### src/sv/ball_model_point_converter_top_macros.svh
// assertion macros for the ball model point converter
// used by ball_model_point_converter_top; expects i_clk and i_rst_n in scope
`ifndef BALL_MODEL_POINT_CONVERTER_TOP_MACROS_SVH
`define BALL_MODEL_POINT_CONVERTER_TOP_MACROS_SVH

// same-cycle implication, disabled in reset
`define BMPC_ASSERT_SAME(label, ante, cons, msg) \
    label: assert property (@(posedge i_clk) disable iff (!i_rst_n) (ante) |-> (cons)) \
        else $error(msg);

// next-cycle implication, disabled in reset
`define BMPC_ASSERT_NEXT(label, ante, cons, msg) \
    label: assert property (@(posedge i_clk) disable iff (!i_rst_n) (ante) |=> (cons)) \
        else $error(msg);

`endif

### src/sv/bmpc_pkg.sv
// shared constants and types of the ball model point converter
// no dependencies
package bmpc_pkg;

    localparam int COORD_WIDTH_DEF = 32;
    localparam int FRAC_BITS_DEF   = 30;

    localparam int             EPS_WIDTH  = 31;
    localparam logic [30:0]    EPS_RESET  = 31'd1074;
    localparam int             CFG_ADDR_W = 3;
    localparam int             CFG_DATA_W = 32;

    // register index, taken from paddr[2]
    localparam logic REG_EPSILON = 1'b0;

    // conversion direction
    typedef enum logic {
        DIR_K2P = 1'b0,
        DIR_P2K = 1'b1
    } t_dir;

endpackage

### src/sv/bmpc_div_cell.sv
// one cell of the divider chain: settles one quotient bit for three lanes
// depends on bmpc_pkg
module bmpc_div_cell #(
    parameter int W      = bmpc_pkg::COORD_WIDTH_DEF,
    parameter int F      = bmpc_pkg::FRAC_BITS_DEF,
    parameter int BIT    = 0,
    parameter int SIDE_W = 1
) (
    input  logic                    i_clk,
    input  logic                    i_rst_n,
    input  logic                    i_en,
    input  logic                    i_valid,
    input  logic [2:0][W+F:0]       i_num,
    input  logic [W-1:0]            i_den,
    input  logic [2:0][F+1:0]       i_quo,
    input  logic [SIDE_W-1:0]       i_side,
    output logic                    o_valid,
    output logic [2:0][W+F:0]       o_num,
    output logic [W-1:0]            o_den,
    output logic [2:0][F+1:0]       o_quo,
    output logic [SIDE_W-1:0]       o_side
);

    localparam int NW = W + F + 1;
    localparam int QW = F + 2;

    logic                r_v;
    logic [2:0][NW-1:0]  r_num;
    logic [W-1:0]        r_den;
    logic [2:0][QW-1:0]  r_quo;
    logic [SIDE_W-1:0]   r_side;
    logic [2:0][NW-1:0]  n_num;
    logic [2:0][QW-1:0]  n_quo;
    logic [NW-1:0]       den_sh;

    always_comb begin
        den_sh = NW'(i_den) << BIT;
        for (int l = 0; l < 3; l++) begin
            if (i_num[l] >= den_sh) begin
                n_num[l] = i_num[l] - den_sh;
                n_quo[l] = i_quo[l] | (QW'(1) << BIT);
            end else begin
                n_num[l] = i_num[l];
                n_quo[l] = i_quo[l];
            end
        end
    end

    always_ff @(posedge i_clk) begin
        if (!i_rst_n) begin
            r_v <= 1'b0;
        end else if (i_en) begin
            r_v <= i_valid;
        end
    end

    always_ff @(posedge i_clk) begin
        if (i_en) begin
            r_num  <= n_num;
            r_den  <= i_den;
            r_quo  <= n_quo;
            r_side <= i_side;
        end
    end

    assign o_valid = r_v;
    assign o_num   = r_num;
    assign o_den   = r_den;
    assign o_quo   = r_quo;
    assign o_side  = r_side;

endmodule

### config.mk
export PLATFORM = sky130hd
export DESIGN_NAME = bmpc_div_cell
export DESIGN_NICKNAME = d
export VERILOG_FILES = /design/src/sv/ball_model_point_converter_top_macros.svh /design/src/sv/bmpc_pkg.sv /design/src/sv/bmpc_div_cell.sv
export SDC_FILE = /design/constraint.sdc
export NUM_CORES = 1
export LEC_CHECK = 0
export BUFFER_PORTS_ARGS = -buffer_cell sky130_fd_sc_hd__buf_4
export CORE_AREA = 2 2 246 248
export CTS_BUF_LIST = sky130_fd_sc_hd__clkbuf_8
export CTS_CLUSTER_SIZE = 8
export DETAILED_ROUTE_END_ITERATION = 8
export DIE_AREA = 0 0 248 250
export HOLD_SLACK_MARGIN = 0.15
export PLACE_DENSITY = 0.56
export SLEW_MARGIN = 20
export SYNTH_ARGS = -nofsm -noshare
export SYNTH_HDL_FRONTEND = slang
export SYNTH_SLANG_ARGS = --single-unit
### constraint.sdc
create_clock -name i_clk -period 5.3 [get_ports i_clk]
set_input_delay 0.53 -clock i_clk [delete_from_list [all_inputs] [get_ports i_clk]]
set_output_delay 0.53 -clock i_clk [all_outputs]
set_load 0.02 [all_outputs]
## After elaboration in Yosys (flattened, before gate mapping)

Cells that the tools add are included.

- Register bits after elaboration: 319
- Bits of input ports: 322
- Word-level logic and storage cells: 21

- Add/sub/neg operators: 3
- Magnitude comparators: 3
- Muxes and demuxes: 3

Operators with widths:

| operator | number |
|---|---|
| greater-or-equal comparator 63 x 32 -> 1 bit | 3 |
| two-way mux 63 bit | 3 |
| subtractor 63 x 32 -> 63 bit | 3 |

## Depth between registers and ports, before layout

- Depth after elaboration: 2
- Depth in mapped cells: 14
- Mapped depth without buffers: 13

## Worst setup path before layout

OpenSTA, ideal clock, no wires.

- Kind: input -> register
- From: input port i_num[126] (netlist name)
- To: register r_num (netlist bit o_num[170]), data pin
- Library setup time: 0.256 ns
- Data arrival time: 3.487 ns
- Path slack: 1.556 ns
- Stages on the path: 14
- Cells stage by stage: inv_1 > ha_1 > inv_1 > fa_1 > a211oi_1 > o21a_1 > or3_1 > o2111ai_1 > a221oi_1 > nor4_1 > or3b_1 > buf_2 > or4_1 > a22o_1

RTL lines:

| element | RTL line | source |
|---|---|---|
| from (decl) | bmpc_div_cell.sv:13 | `input logic [2:0][W+F:0] i_num,` |
| to (signal assigned) | bmpc_div_cell.sv:59 | `r_num <= n_num;` |
| to (decl) | bmpc_div_cell.sv:28 | `logic [2:0][NW-1:0] r_num;` |

==> impl_metrics.toml <==
[logic_synthesis]
synth_ff_type = "edfxtp_1"
synth_top_family_by_area = "simple AND/OR/NAND/NOR gates"
syn_area_um2 = 18500
synthArstFlopShare_pct = 0
synth_warnings = 0
synth_adder_area_share_pct = 7.01
synth_seq_cells = 319
synth_sequential_area_ratio_pct = 51.6
yosys.area_share.xor_xnor_pct = 8.31
synth_edf_count = 318
synth_simple_gate_area_share_pct = 16.3
synth_compound_area_share_pct = 13.6
synthCells = 1739
synth_mux_area_share_pct = 0.526
synthDistinctLibCells = 81
avgSynthCellArea_um2 = 10.7
synth_fp_nets = 2163

[setup_path]
crit_type = "input pin to register"
critPathCaptureType = "register"
critPathLaunch = "i_den[0]"
crit_path_top_delay_cell = "a221oi_1"
worstPathMaxFanout = 9
required_ps = 5690
regToRegSetupSlack_ps = 4150
path_cells = "dlygate4sd3_1 -> buf_4 -> ha_1 -> inv_1 -> fa_1 -> a211oi_1 -> o21a_1 -> or3_1 -> o2111ai_1 -> a221oi_1 -> nor4_1 -> or3b_1 -> or4_1 -> a22o_1"
timing.rr.start = "o_valid"
slowest_delay_ps = 610
crit_path_start_kind = "input pin"
critPathArrivalTime_ps = 4850

[floorplan]
die_x_um = 248
die_h_um = 250
io_pins = 641
dieArea_um2 = 62000
start_util_pct = 31.1
design.core.area_um2 = 59600
row_count = 90

[placement]
place_hpwl_um = 58100
placed_area_um2 = 24200
gp_congestion = 0.939
port_buffers = 640

[clocking]
cts_hold_buf = 150
clock-root-buffer = "clkbuf_8"
cts_resized = 0
htreeDepth = 3
postCtsSetupBuffers = 0
clock-sinks = 319
cts-buffers-inserted = 66
cts_tree = "built"
insertion_delay_ps = 620
clkTransAtPathRegs_ps = 60
cts_buffer_depth = 3

[routing]
viasPerCell = 5.11
first_pass_iters = 5
routedWlPerCell_um = 21.9
drc = 0
ant_nets = 0
drtIter0Drc = 1192
drt_wl_total_um = 74000
routed-via-count = 17300

[timing]
hold_viol_final = 0
worstMarginPinSlew_ps = 952
grt_setup_unrepaired = "no"
final.setup.tns_ps = 0
finalCritPeriodShare_pct = 84.1
period_needed_ps = 4460
drv_slew = 0
finalSetupViolCount = 0
clock.fmax_ghz = 0.224
slew_headroom_pct = 36.6
finClkSkew_ps = 0

[layout]
num-fill-cells = 5598
multi_input_area_um2 = 8500
register_area_um2 = 9570
design_area_um2 = 26900
syn_to_final_growth_pct = 45.3
nets = 2972
layout-drive-gt1-share_pct = 29.5

[grt]
grt_usage_pct = 22.9
antenna_found_initial = 4
first_global_vias = 16900
overflow = 0
grt_max_degree = 101
grt_first_pass_wirelength_um = 107000

[worst_hold_path]
hold_path.class = "input pin to register"
hold_start = "i_num[128]"

[power_and_ir_drop]
clock_power_share_pct = 31.3
p_switching_w = 0.00251
pwr-share-comb_pct = 27.6
p_int_w = 0.00530
p_sw_share_pct = 32.2
peakVddDrop_v = 0.000186
pwr_density_cell_nw_per_um2 = 290
power_frac_seq_pct = 41.1
p_leak_nw = 11.1

[status]
status = "finished clean"

[flow_run]
maxCapViolCount = 0
==> power groups by stage <==
stage / logic (W) / registers [W] / clock network, W
floorplan: 0.000702 / 0.00358 / 0
global route: 0.00230 / 0.00323 / 0.00263
detailed placement: 0.00204 / 0.00326 / 0
global placement: 0.00204 / 0.00326 / 0
CTS: 0.00215 / 0.00322 / 0.00253
finish: 0.00215 / 0.00321 / 0.00245
==> Yosys cell counts, types with 17 or more instances <==
master	instances	area, um^2
nor2_1	127	477
clkbuf_1	50	188
or4_1	20	150
or3_1	17	106
a21oi_1	134	671
nand2_1	178	668
o21bai_1	23	173
edfxtp_1	318	9550
xor2_1	103	902
nand3_1	31	155
nand2b_1	20	125
ha_1	99	1240
nand4_1	43	269
nor4_1	35	219
nor3_1	53	265
o21ai_0	115	576
a21o_1	31	233
xnor2_1	73	639
inv_1	68	255
==> registers in the layout, indices dropped and copies added (netlist names) <==
| name | flops |
|---|---|
| o_num | 189 |
| o_valid | 1 |
| o_den | 32 |
| o_side | 1 |
| o_quo | 96 |
==> logic make-up (layout without fill, tap and decap cells) <==
group | after synthesis | after routing
flops | 319 | 319
xor+xnor | 176 | 176
other cells | 0 | 4
fa+ha+maj | 102 | 102
buf+inv | 129 | 986
simple gates | 599 | 599
mux | 9 | 9
compound gates | 405 | 405
==> cell type report <==
| class | instances | share of cell area [%] |
|---|---|---|
| antenna | 4 | 0.0372 |
| clock buffer | 67 | 3.42 |
| clock inverter | 49 | 1.02 |
| inverter | 68 | 0.948 |
| multi-input combinational | 1291 | 31.5 |
| sequential | 319 | 35.5 |
| tap | 782 | 3.63 |
| timing repair buffer | 802 | 23.9 |
==> layer usage <==
| layer | vias to the layer above | track usage [%] | wire (um) |
|---|---|---|---|
| li1 | 8126 | - | - |
| met1 | 8240 | 30.0 | 31300 |
| met2 | 777 | 37.2 | 34900 |
| met3 | 132 | 5.40 | 5640 |
| met4 | 2 | 7.49 | 2220 |
| met5 | - | 0 | 12 |
==> per-stage QoR <==
step                      util (%)  setup slack (ps)  hold WS [ps]  instances  total power (W)
final                         45.2               841           204       3382          0.00782
after CTS                     45.2               977           151       3378          0.00789
after global placement        40.7               810           497       3112          0.00530
after global routing          45.2               683           163       3381          0.00817
after detailed placement      40.7               798           519       3112          0.00530
after floorplan                  -              1560           589       1739          0.00428
==> worst max-delay path: cells and delay by family <==
family	cells	cell delay, ps
compound gates	5	1670
simple gates	4	1340
buf+inv	3	740
fa+ha+maj	2	560
==> path summary, 6_finish.rpt <==
kind	end	depth (start not counted)
min reg2reg	o_valid	3
max reg2reg	o_valid	3
max	o_num[170]	14
min	o_num[128]	3
==> placed cells by master, fill, tap and decap left out, drive strengths merged, types with 67 or more instances in the layout <==
cell type,count
buf,652
ha,99
o21ai,119
xnor2,73
xor2,103
nand2,178
clkbuf,67
inv,86
dlygate4sd3,150
edfxtp,318
a21oi,135
nor2,128
(Power assumes the default switching activity.)
