## src/sv/ball_model_point_converter_top_macros.svh

```systemverilog
// assertion macros for the ball model point converter
// used by ball_model_point_converter_top; expects i_clk and i_rst_n in scope
`ifndef BALL_MODEL_POINT_CONVERTER_TOP_MACROS_SVH
`define BALL_MODEL_POINT_CONVERTER_TOP_MACROS_SVH

// same-cycle implication, disabled in reset
`define BMPC_ASSERT_SAME(label, ante, cons, msg) \
    label: assert property (@(posedge i_clk) disable iff (!i_rst_n) (ante) |-> (cons)) \
        else $error(msg);

// next-cycle implication, disabled in reset
`define BMPC_ASSERT_NEXT(label, ante, cons, msg) \
    label: assert property (@(posedge i_clk) disable iff (!i_rst_n) (ante) |=> (cons)) \
        else $error(msg);

`endif

```

## src/sv/bmpc_pkg.sv

```systemverilog
// shared constants and types of the ball model point converter
// no dependencies
package bmpc_pkg;

    localparam int COORD_WIDTH_DEF = 32;
    localparam int FRAC_BITS_DEF   = 30;

    localparam int             EPS_WIDTH  = 31;
    localparam logic [30:0]    EPS_RESET  = 31'd1074;
    localparam int             CFG_ADDR_W = 3;
    localparam int             CFG_DATA_W = 32;

    // register index, taken from paddr[2]
    localparam logic REG_EPSILON = 1'b0;

    // conversion direction
    typedef enum logic {
        DIR_K2P = 1'b0,
        DIR_P2K = 1'b1
    } t_dir;

endpackage

```

## src/sv/bmpc_sqrt_cell.sv

```systemverilog
// one cell of the square root chain: settles one root bit for two lanes
// depends on bmpc_pkg
module bmpc_sqrt_cell #(
    parameter int W      = bmpc_pkg::COORD_WIDTH_DEF,
    parameter int BIT    = 0,
    parameter int SIDE_W = 1
) (
    input  logic                    i_clk,
    input  logic                    i_rst_n,
    input  logic                    i_en,
    input  logic                    i_valid,
    input  logic [1:0][2*W-1:0]     i_rem,
    input  logic [1:0][W-1:0]       i_root,
    input  logic [SIDE_W-1:0]       i_side,
    output logic                    o_valid,
    output logic [1:0][2*W-1:0]     o_rem,
    output logic [1:0][W-1:0]       o_root,
    output logic [SIDE_W-1:0]       o_side
);

    localparam int SW = 2 * W;

    logic                r_v;
    logic [1:0][SW-1:0]  r_rem;
    logic [1:0][W-1:0]   r_root;
    logic [SIDE_W-1:0]   r_side;
    logic [1:0][SW-1:0]  n_rem;
    logic [1:0][W-1:0]   n_root;
    logic [1:0][SW-1:0]  trial;

    // trial = (2*root + 2^bit) * 2^bit against remainder n - root^2
    always_comb begin
        for (int l = 0; l < 2; l++) begin
            trial[l] = (SW'(i_root[l]) << (BIT + 1)) | (SW'(1) << (2 * BIT));
            if (i_rem[l] >= trial[l]) begin
                n_rem[l]  = i_rem[l] - trial[l];
                n_root[l] = i_root[l] | (W'(1) << BIT);
            end else begin
                n_rem[l]  = i_rem[l];
                n_root[l] = i_root[l];
            end
        end
    end

    always_ff @(posedge i_clk) begin
        if (!i_rst_n) begin
            r_v <= 1'b0;
        end else if (i_en) begin
            r_v <= i_valid;
        end
    end

    always_ff @(posedge i_clk) begin
        if (i_en) begin
            r_rem  <= n_rem;
            r_root <= n_root;
            r_side <= i_side;
        end
    end

    assign o_valid = r_v;
    assign o_rem   = r_rem;
    assign o_root  = r_root;
    assign o_side  = r_side;

endmodule

```

## config.mk

```make
export PLATFORM = sky130hd
export DESIGN_NAME = bmpc_sqrt_cell
export DESIGN_NICKNAME = d
export VERILOG_FILES = /design/src/sv/ball_model_point_converter_top_macros.svh /design/src/sv/bmpc_pkg.sv /design/src/sv/bmpc_sqrt_cell.sv
export SDC_FILE = /design/constraint.sdc
export NUM_CORES = 1
export LEC_CHECK = 0
export ABC_AREA = 1
export BUFFER_PORTS_ARGS = -buffer_cell sky130_fd_sc_hd__buf_2
export CELL_PAD_IN_SITES_DETAIL_PLACEMENT = 0
export CELL_PAD_IN_SITES_GLOBAL_PLACEMENT = 1
export CORE_MARGIN = 2
export CORE_UTILIZATION = 41
export CTS_BUF_LIST = sky130_fd_sc_hd__clkbuf_4 sky130_fd_sc_hd__clkbuf_8 sky130_fd_sc_hd__clkbuf_16
export DETAILED_ROUTE_END_ITERATION = 8
export GPL_ROUTABILITY_DRIVEN = 1
export GPL_TIMING_DRIVEN = 0
export PLACE_DENSITY_LB_ADDON = 0.12
export SETUP_SLACK_MARGIN = 0.5
export SLEW_MARGIN = 20
export SYNTH_ARGS = -nofsm -noshare
export SYNTH_HDL_FRONTEND = slang
export SYNTH_SLANG_ARGS = --single-unit
```

## constraint.sdc

```tcl
create_clock -name i_clk -period 3.5 [get_ports i_clk]
set_clock_uncertainty 0.1 [all_clocks]
set_input_delay 0.35 -clock i_clk [delete_from_list [all_inputs] [get_ports i_clk]]
set_output_delay 0.35 -clock i_clk [all_outputs]
set_load 0.03 [all_outputs]
```

## After elaboration in Yosys (flattened, before gate mapping)

Cells that the tools add are included.

- Bits in registers: 194
- Latch bits: 0
- RAM bits: 0
- ROM bits: 0
- Bits of input ports: 197
- Output and inout port bits: 194
- Word-level logic and storage cells: 14
- Memories: 0

- Add/subtract/negate cells: 2
- Multipliers: 0
- Div/mod/pow operators: 0
- $lt $le $gt $ge: 2
- Equal/unequal tests: 0
- Shift-type cells: 0
- Muxes and demuxes: 2
- Bitwise operators: 0
- Reduce and logical (&&, ||, !) cells: 0

Operators by type and width:

| operator | number |
|---|---|
| $ge 64x33->1 | 2 |
| $mux 64 | 2 |
| $sub 64x33->64 | 2 |

## Logic depth before layout (Yosys ltp)

- Word-level depth: 2
- Mapped depth: 17
- Mapped depth without buffers: 17

## Worst setup path after synthesis

No wires, ideal clock.

- Path type: input port to flip-flop
- Start point: in i_root[0] (netlist name)
- End point: reg r_root, in the netlist o_root[0] (data pin)
- Library setup time: 0.256 ns
- Arrival time: 1.942 ns
- Required time: 3.144 ns
- Setup slack: 1.202 ns
- Stages: 14
- Buffers on the path: 2
- Path through: inv_1 > fa_1 > nand3_2 > nand3_2 > nand2_1 > nand2_2 > nand2_1 > nand2_2 > nand2_2 > nand2_2 > a21oi_4 > buf_6 > buf_6 > nand2_1

- Longest elaborated chain between the ends: 1

RTL lines:

| element | line | source |
|---|---|---|
| start: declaration | bmpc_sqrt_cell.sv:13 | `input logic [1:0][W-1:0] i_root,` |
| $ge 64x33->1 | bmpc_sqrt_cell.sv:35 | `if (i_rem[l] >= trial[l]) begin` |
| end signal: assignment | bmpc_sqrt_cell.sv:56 | `r_root <= n_root;` |
| end: declaration | bmpc_sqrt_cell.sv:25 | `logic [1:0][W-1:0] r_root;` |

Parallel ways exist; a longest one is shown, timed or not.
A chain may end at the register's enable or synchronous reset.

==> impl_metrics.json <==
{
  "ys_seq_area_share_pct": 37.7,
  "fin_cells": 3266,
  "globalplace.congestion": 0.942,
  "max_freq_mhz": 346,
  "vias": 15600,
  "wl_um": 56000,
  "crit_path_cell_trace": "dlygate4sd3_1 > buf_2 > inv_1 > ha_1 > nand2_1 > nand2_1 > inv_2 > nand2_2 > nand2_1 > nand2_2 > nand2_1 > nand2_1 > nand2_1 > nand2_2 > a21oi_4 > buf_6 > buf_6 > a21oi_2",
  "max-slew-margin-rel_pct": 69.7,
  "peakVddDrop_mv": 0.361,
  "cpLargestDelayFamily": "buffers and inverters",
  "clockBufferDepth": 2,
  "post_cts_buffers": 0,
  "dieArea_sq_um": 39200,
  "p_clk_share_pct": 28.4,
  "post_drt_wl_per_cell_um": 17.1,
  "start_kind": "input pin",
  "maxCapViolCount": 0,
  "cts_tree": "done",
  "worst-path-stages": 18,
  "slowest_stage": "dlygate4sd3_1",
  "grt_pass1_wl_um": 83600,
  "rows": 71,
  "synth-compound-area-share_pct": 7.66,
  "dr.first_iter.drc_count": 724,
  "syn2layout_area_growth_pct": 25.5,
  "pin_count": 391,
  "utilization_pct": 51.8,
  "final_area_sq_um": 19400,
  "setup_slack_ns": 0.613,
  "hold_violations": 0,
  "cts.sinks": 194,
  "final_cell_mix": "nand2_1, inv_1, buf_2",
  "grt_start_max_net_pins": 78,
  "drtPass1Iterations": 7,
  "critPathCapture": "o_rem[103]",
  "intPower_mw": 4.64,
  "dpl_cell_area_sq_um": 18100,
  "r2r_end": "o_valid",
  "p_sw_mw": 2.75,
  "hpwlAfterDp_um": 47100,
  "htreeDepth": 4,
  "synthXorXnorAreaFrac_pct": 3.40,
  "fin_crit_sh_pct": 82.5,
  "ys_warn_count": 0,
  "clock_latency_ns": 0.47,
  "crit_path_start": "i_root[34]",
  "overflow": 0,
  "cts_buffers": 17,
  "cp_max_fo": 10,
  "synth-simple-area-share_pct": 33.6,
  "portBuffers": 390,
  "antenna_found_initial": 6,
  "reg2reg_depth": 3,
  "crit_required_ns": 3.62,
  "ant_nets": 0,
  "syn_avg_cell_area_sq_um": 6.83,
  "start_util_pct": 41.3,
  "ys_ff_latch": 194,
  "grt_setup_unrepaired": "yes",
  "die_h_um": 198,
  "fp.dieW_um": 198,
  "arrival_ns": 3.01,
  "drive_gt1_share_pct": 20.2,
  "timing.rr.start": "o_valid",
  "cp_num_buf_inv": 6,
  "p_per_area_nw_per_um2": 381,
  "p_seq_share_pct": 39.6,
  "dpl.cell_count": 3163,
  "synthesis.nets": 2525,
  "via_per_inst": 4.78,
  "grt_util_all_layers_pct": 28.6,
  "grt_pass1_vias": 15300,
  "worst_pin_slew_ns": 0.454,
  "dp_slack_ns": 0.562,
  "p_leak_nw": 9.83,
  "cpPeakStageDelay_ns": 0.55,
  "period_needed_ns": 2.89,
  "end_kind": "register",
  "synth_cells": 2260,
  "final_common_cell": "nand2_1",
  "power_frac_comb_pct": 32.0,
  "setup_violations": 0,
  "cts-root-buf": "clkbuf_16",
  "synthMuxAreaShare_pct": 0,
  "drc": 0,
  "power_mw": 7.38,
  "clk_pin_slew_ns": 0.08,
  "p_sw_share_pct": 37.2,
  "core-area_sq_um": 37400,
  "min_path_type": "in -> reg",
  "reg2reg_slack_ns": 2.21,
  "slew_violations": 0,
  "worstSetupPathType": "in -> reg",
  "nets": 3001,
  "synth_area_sq_um": 15400,
  "synth-adder-area-share_pct": 5.61,
  "synth_top_family_by_area": "simple AND/OR/NAND/NOR gates",
  "ys_types": 37,
  "crit_path_frequent_cell": "nand2_1",
  "status": "complete, no violations"
}
[layer usage]
layer  up-vias  track usage, %  routed length, um
li1       7938               -                  -
met1      7162            33.1              23200
met2       423            54.0              29000
met3        79            2.96               2060
met4         0            10.9               1710
met5         -               0                  0
[cell type report]
type	count	area [sq um]
Antenna cell	6	15.0
Buffer	21	199
Clock buffer	18	433
Clock inverter	14	179
Fill cell	3848	18000
Inverter	443	1660
Multi-Input combinational cell	1602	7770
Sequential cell	194	5820
Tap cell	511	639
Timing Repair Buffer	457	2670
[worst min-delay path by stage]
stage,startpoint,to,slack [ns],cells past startpoint
floorplan,i_en,o_valid,0.34,1
global placement,o_valid,o_valid,0.42,2
detailed placement,i_side,o_side,0.43,1
CTS,i_rem[5],o_rem[5],0.04,3
global route,i_rem[95],o_rem[95],0.05,3
finish,i_rem[22],o_rem[22],0.07,3
[through the flow]
step | hold WS (ns) | setup TNS (ns)
floorplan | 0.343 | 0
global placement | 0.418 | -94.32
detailed placement | 0.429 | 0
CTS | 0.0380 | 0
global route | 0.0507 | 0
finish | 0.0676 | 0
[power groups by stage]
stage | Clock, mW | Sequential (mW) | Combinational (mW)
finish | 2.10 | 2.92 | 2.36
CTS | 2.15 | 2.93 | 2.37
detailed placement | 0 | 2.98 | 2.30
global route | 2.21 | 2.95 | 2.57
floorplan | 0 | 3.51 | 0.943
global placement | 0 | 2.98 | 2.28
[worst register-to-register path, delay by kind of cell (launching register included)]
family | cells | cell delay (ns)
compound gates | 2 | 0.20
buf+inv | 1 | 0.56
flops | 1 | 0.32
[synth_stat cells (all sizes together)]
master | n | area (sq um)
a21boi | 1 | 7.51
a21o | 1 | 7.51
a21oi | 111 | 800
and3 | 1 | 6.26
buf | 20 | 188
clkbuf | 1 | 5.00
clkinv | 1 | 3.75
dfxtp | 1 | 20.0
edfxtp | 193 | 5800
fa | 2 | 40.0
ha | 66 | 826
inv | 442 | 1660
nand2 | 889 | 3370
nand3 | 113 | 576
nand3b | 3 | 22.5
nand4 | 16 | 100
nor2 | 247 | 955
nor3 | 27 | 145
o21a | 2 | 15.0
o21ai | 52 | 302
o21bai | 7 | 52.6
or2 | 4 | 25.0
xnor2 | 41 | 359
xor2 | 19 | 166
[cell families after synthesis]
family | count (synthesis)
and+or+nand+nor | 1300
xor gates and xnor gates | 60
adders and majority gates | 68
DFF | 194
AOI/OAI and AO/OA | 174
buffers and inverters | 464
[state kept, by name, indices dropped and copies added (netlist names)]
name,flops
o_rem,128
o_root,64
o_side,1
o_valid,1
[timing repair]
| item | CTS | global route |
|---|---|---|
| hold buffers | 65 | 0 |
| gates resized for setup | 0 | 4 |
| hold endpoints to repair | 64 | 0 |
| setup endpoints to repair | 0 | 4 |
No activity file was read; power rests on OpenSTA's default activity.
